==> src/hw/rtl/dll_pkg.sv <==
package dll_pkg;

	// pool size and derived widths
	localparam int CAPACITY = 32;
	localparam int CNT_W    = $clog2(CAPACITY + 1);
	localparam int VAL_W    = 32;
	localparam int LEN_W    = 6;

	// request kinds
	typedef enum logic [2:0] {
		REQ_PUSH_FRONT    = 3'd0,
		REQ_PUSH_BACK     = 3'd1,
		REQ_INSERT_BEFORE = 3'd2,
		REQ_INSERT_AFTER  = 3'd3,
		REQ_POP_FRONT     = 3'd4,
		REQ_POP_BACK      = 3'd5
	} req_kind_t;

	// result status codes
	typedef enum logic [1:0] {
		ST_OK        = 2'd0,
		ST_EMPTY     = 2'd1,
		ST_NOT_FOUND = 2'd2,
		ST_FULL      = 2'd3
	} status_t;

	// what the travelling token does at the cell it reaches
	typedef enum logic [2:0] {
		MODE_DONE          = 3'd0,
		MODE_SEARCH_BEFORE = 3'd1,
		MODE_SEARCH_AFTER  = 3'd2,
		MODE_INSERT        = 3'd3,
		MODE_APPEND        = 3'd4,
		MODE_POP_HEAD      = 3'd5,
		MODE_SHIFT         = 3'd6,
		MODE_POP_TAIL      = 3'd7
	} mode_t;

	// request payload
	typedef struct packed {
		logic [2:0]              req_type;
		logic signed [VAL_W-1:0] new_value;
		logic signed [VAL_W-1:0] match_value;
	} req_t;

	// result payload
	typedef struct packed {
		status_t                 status;
		logic signed [VAL_W-1:0] removed_value;
		logic [LEN_W-1:0]        length;
	} rsp_t;

	// token handed from cell to cell
	typedef struct packed {
		logic             active;
		mode_t            mode;
		logic             full;
		status_t          status;
		logic [VAL_W-1:0] data;
		logic [VAL_W-1:0] match;
	} token_t;

	// what a cell shows to the cell in front of it
	typedef struct packed {
		logic             used;
		logic [VAL_W-1:0] value;
	} view_t;

endpackage

==> src/hw/rtl/dll_cell.sv <==
module dll_cell (
	input  logic            clk,
	input  logic            arst_n,
	input  dll_pkg::token_t tok_in,
	output dll_pkg::token_t tok_out,
	input  dll_pkg::view_t  nbr_in,
	output dll_pkg::view_t  self_out
);

	logic                      used_q;
	logic                      used_nx;
	logic [dll_pkg::VAL_W-1:0] val_q;
	logic [dll_pkg::VAL_W-1:0] val_nx;
	logic                      act_q;
	dll_pkg::token_t           pay_q;
	dll_pkg::token_t           tok_nx;

	// action of this cell when the token arrives
	always_comb begin
		tok_nx  = tok_in;
		val_nx  = val_q;
		used_nx = used_q;
		if (tok_in.active) begin
			unique case (tok_in.mode) inside
				dll_pkg::MODE_DONE: begin
				end
				dll_pkg::MODE_SEARCH_BEFORE, dll_pkg::MODE_SEARCH_AFTER: begin
					if (!used_q) begin
						tok_nx.mode   = dll_pkg::MODE_DONE;
						tok_nx.status = dll_pkg::ST_NOT_FOUND;
					end else if (val_q == tok_in.match) begin
						if (tok_in.full) begin
							tok_nx.mode   = dll_pkg::MODE_DONE;
							tok_nx.status = dll_pkg::ST_FULL;
						end else if (tok_in.mode == dll_pkg::MODE_SEARCH_BEFORE) begin
							// new value takes this place, old one ripples on
							val_nx      = tok_in.data;
							tok_nx.data = val_q;
							tok_nx.mode = dll_pkg::MODE_INSERT;
						end else begin
							tok_nx.mode = dll_pkg::MODE_INSERT;
						end
					end
				end
				dll_pkg::MODE_INSERT: begin
					val_nx      = tok_in.data;
					tok_nx.data = val_q;
					if (!used_q) begin
						used_nx       = 1'b1;
						tok_nx.mode   = dll_pkg::MODE_DONE;
						tok_nx.status = dll_pkg::ST_OK;
					end
				end
				dll_pkg::MODE_APPEND: begin
					if (!used_q) begin
						val_nx        = tok_in.data;
						used_nx       = 1'b1;
						tok_nx.mode   = dll_pkg::MODE_DONE;
						tok_nx.status = dll_pkg::ST_OK;
					end
				end
				dll_pkg::MODE_POP_HEAD, dll_pkg::MODE_SHIFT: begin
					// head value leaves with the token, the rest moves forward
					if (tok_in.mode == dll_pkg::MODE_POP_HEAD) begin
						tok_nx.data = val_q;
					end
					if (nbr_in.used) begin
						val_nx      = nbr_in.value;
						tok_nx.mode = dll_pkg::MODE_SHIFT;
					end else begin
						used_nx       = 1'b0;
						tok_nx.mode   = dll_pkg::MODE_DONE;
						tok_nx.status = dll_pkg::ST_OK;
					end
				end
				dll_pkg::MODE_POP_TAIL: begin
					if (!nbr_in.used) begin
						tok_nx.data   = val_q;
						used_nx       = 1'b0;
						tok_nx.mode   = dll_pkg::MODE_DONE;
						tok_nx.status = dll_pkg::ST_OK;
					end
				end
				default: begin
				end
			endcase
		end
	end

	// occupancy and token presence
	always_ff @(posedge clk or negedge arst_n) begin
		if (!arst_n) begin
			used_q <= 1'b0;
			act_q  <= 1'b0;
		end else begin
			used_q <= used_nx;
			act_q  <= tok_in.active;
		end
	end

	// stored value and token payload
	always_ff @(posedge clk) begin
		val_q <= val_nx;
		pay_q <= tok_nx;
	end

	// outputs to the neighbours
	always_comb begin
		tok_out        = pay_q;
		tok_out.active = act_q;
		self_out.used  = used_q;
		self_out.value = val_q;
	end

endmodule

==> config.mk <==
export PLATFORM = sky130hd
export DESIGN_NAME = dll_cell
export DESIGN_NICKNAME = d
export VERILOG_FILES = /design/src/hw/rtl/dll_pkg.sv /design/src/hw/rtl/dll_cell.sv
export SDC_FILE = /design/constraint.sdc
export NUM_CORES = 1
export LEC_CHECK = 0
export BUFFER_PORTS_ARGS = -buffer_cell sky130_fd_sc_hd__buf_2
export CAP_MARGIN = 20
export CORE_UTILIZATION = 45
export DETAILED_ROUTE_END_ITERATION = 7
export GPL_TIMING_DRIVEN = 0
export PLACE_DENSITY = 0.91
export SYNTH_ARGS = -nofsm -noshare
export SYNTH_HDL_FRONTEND = slang
export SYNTH_SLANG_ARGS = --single-unit
==> constraint.sdc <==
create_clock -name clk -period 6 [get_ports clk]
set_clock_uncertainty 0.1 [all_clocks]
set_input_delay 0.3 -clock clk [delete_from_list [all_inputs] [get_ports clk]]
set_output_delay 0.3 -clock clk [all_outputs]
set_load 0.1 [all_outputs]
==> flow_summary.toml <==
[clock_tree]
clk_pin_slew_ns = 0.11
ctsResizeCount = 0
cts_tree = "built"
numClockSinks = 104
htree_levels = 3
cts_root_buf = "clkbuf_8"
clk_path_buf_depth = 2
numCtsBuffers = 9
insertion_delay_ns = 0.37

[global_routing]
grt_pass1_vias = 3737
grt_max_degree = 19
grt_pass1_wl_mm = 19.13
grt_overflow = 0
groute.usage.overall_pct = 25.93
grt_antenna_before_repair = 0

[yosys]
syn-instance-count = 331
synth_top_flop_cell = "dfxtp_1"
synth.yosys.seq_area_share_pct = 58.11
async_reset_ff_share_pct = 1.923
syn_area_um2 = 4151
ys_types = 41
synth_edf_count = 32
synth_seq_cells = 104
synth_fp_nets = 437
yosys_warnings = 0
syn_area_per_cell_um2 = 12.54

[floorplan]
die_area_um2 = 9614
core_area_um2 = 8806
die_h_um = 98.05
start_util_pct = 47.14
die_x_um = 98.05
ios = 210
rows = 34

[worst_setup_path]
regToRegStartpoint = "val_q[16]"
worstRegToRegCells = 7
startpoint = "tok_in[16]"
cp_cell_sequence = "dlygate4sd3_1, buf_2, xor2_1, nor4_1, nand4_1, nor3_1, a221oi_1, nor3b_2, buf_6"
endpoint_kind = "flip-flop"
required_ns = 5.97
cp_top_family = "simple AND/OR/NAND/NOR gates"
crit_buf_inv = 3
reg2reg_slack_ns = 1.99
rr_endpoint = "val_q[5]"
start_kind = "primary input"
cp_slowest_cell = "nor3b_2"
arrival_ns = 4.13
cp_slowest_stage_delay_ns = 0.89
crit_type = "in2reg"
worst-path-max-fanout = 12

[timing]
setup-violations-final = 0
rsz0062_at_grt = "false"
fin_crit_ns = 4.161
fmax_mhz = 240.3
whs_ns = 0.01560
slew_headroom_pct = 31.83
slew_viol_final = 0
hold_viol = 0
min_period_over_period_pct = 69.35
worst_slew_pin_slew_ns = 1.018

[placement]
hpwl_mm = 8.991
place_congestion = 0.9039
port_buffers = 207

[hold_path]
worst_hold_startpoint = "tok_in[70]"
min_to = "act_q"
worst_hold_path.num_cells = 1
hp-class = "in2reg"

[status]
violations = "DRC"
status = "complete, but fails checks"

[final_layout]
nets = 691
drive_gt1_share_pct = 48.31
antenna_cells = 0
final_util_pct = 66.74
syn2layout_area_growth_pct = 41.56

[route]
wl_per_cell_um = 17.86
wl_met3_um = 955
via_per_inst = 5.288
top_layer = "met4"
drc = 14
vias = 3691
antenna_left = 0
routed_wl_mm = 12.46
dr.pass1.iters = 7
first_iter_violations = 140
drt-met1-wl_mm = 4.813
met2_wirelength_mm = 6.391

[power]
power_frac_seq_pct = 43.6
ir_drop_v = 0.0001856
power.density_nw_per_um2 = 312.4
switching_power_uw = 747.7
power.leakage_uw = 0.002616
switching_share_pct = 40.73
intPower_uw = 1088
combPwrFrac_pct = 33.1
power_frac_clock_pct = 23.3

[job]
drv_cap = 0
-- sequential cells by signal, summed over array words and instances (netlist names) --
register / flops
act_q: 1
tok_out: 70
val_q: 32
used_q: 1
-- per-layer routing --
| layer | global-route usage (%) | up-vias |
|---|---|---|
| met5 | 0 | - |
| met4 | 11.89 | 0 |
| met3 | 6.514 | 26 |
| met2 | 46.15 | 213 |
| met1 | 29.11 | 1740 |
| li1 | - | 1712 |
-- cell usage after synthesis (3+ instances only) --
library cell	number	area, um^2
nor3b_1	3	22.52
mux2_2	53	596.8
o22ai_1	7	43.79
nor4_1	9	56.30
clkbuf_1	12	45.04
a21oi_1	13	65.06
nor2_1	5	18.77
buf_6	3	33.78
nand3_1	3	15.01
and3_1	3	18.77
a221oi_1	6	52.55
o21ai_0	11	55.05
a2bb2oi_1	4	35.03
xor2_1	34	297.8
edfxtp_1	32	960.9
dfxtp_1	70	1401
buf_1	4	15.01
nand2_1	18	67.56
a22o_1	7	61.31
nand2b_1	4	25.02
-- area by class of cell --
cell class	instances	area, um^2
well taps	108	135.1
clock inverters	5	45.04
multi-input cells	204	1628
fillers	675	2929
plain buffers	21	108.9
clock buffers	11	141.4
repair buffers	243	1399
flip-flops and latches	104	2412
inverters	2	7.507
-- placed cells by master, fill, tap and decap left out, drive strengths merged, types with 6 or more instances in the layout --
cell type and count:
buf 218, dfxtp 70, mux2 54, xor2 34, dlygate4sd3 34, edfxtp 32
clkbuf 23, nand2 18, a21oi 13, o21ai 12, nor4 9, a22o 7
o22ai 7, a221oi 6, inv 6
-- what timing repair did --
action | CTS | global route
buffers inserted | 0 | 0
setup endpoints to repair | 0 | 0
hold buffers | 34 | 0
hold endpoints to repair | 35 | 0
-- cells by family (layout without fill, tap and decap cells) --
kind of cell	after synthesis	in the layout	share of synthesized area (%)
flops	104	104	58.11
compound gates	57	57	9.433
simple gates	57	57	7.354
mux	56	56	15.13
xor+xnor	34	34	7.173
buf+inv	23	282	2.803
-- worst register-to-register path, delay by kind of cell (launching register included) --
family | cells | cell delay [ns]
AO/OA/AOI/OAI | 1 | 0.27
flip-flops | 1 | 0.43
AND/OR/NAND/NOR | 4 | 2.45
buffers and inverters | 1 | 0.28
XOR/XNOR | 1 | 0.17
-- power groups by stage --
stage                     logic [uW]  registers, uW  clock network, uW
after floorplan                  121           1160                  0
after global placement           576            815                  0
after detailed placement         588            816                  0
after CTS                        606            800                434
after global routing             629            805                459
final                            607            800                429
-- stage by stage --
stage	worst slack (ns)	area (um^2)	setup TNS, ns	total power [uW]	std cells
after floorplan	0.7745	4151	0	1277	331
after global placement	-0.6126	5323	-19.52	1390	646
after detailed placement	2.127	5350	0	1403	648
final	1.839	5877	0	1836	698
after CTS	1.906	5877	0	1840	698
after global routing	1.618	5877	0	1893	698
-- worst max-delay path by stage --
stage | slack, ns | endpoint | cells after the start
after global routing | 1.62 | val_q[5] | 9
after detailed placement | 2.13 | val_q[17] | 8
after floorplan | 0.77 | val_q[0] | 6
after CTS | 1.91 | val_q[5] | 9
after global placement | -0.61 | val_q[6] | 6
final | 1.84 | val_q[5] | 9
Note: power is estimated with default switching activity, not from simulation.
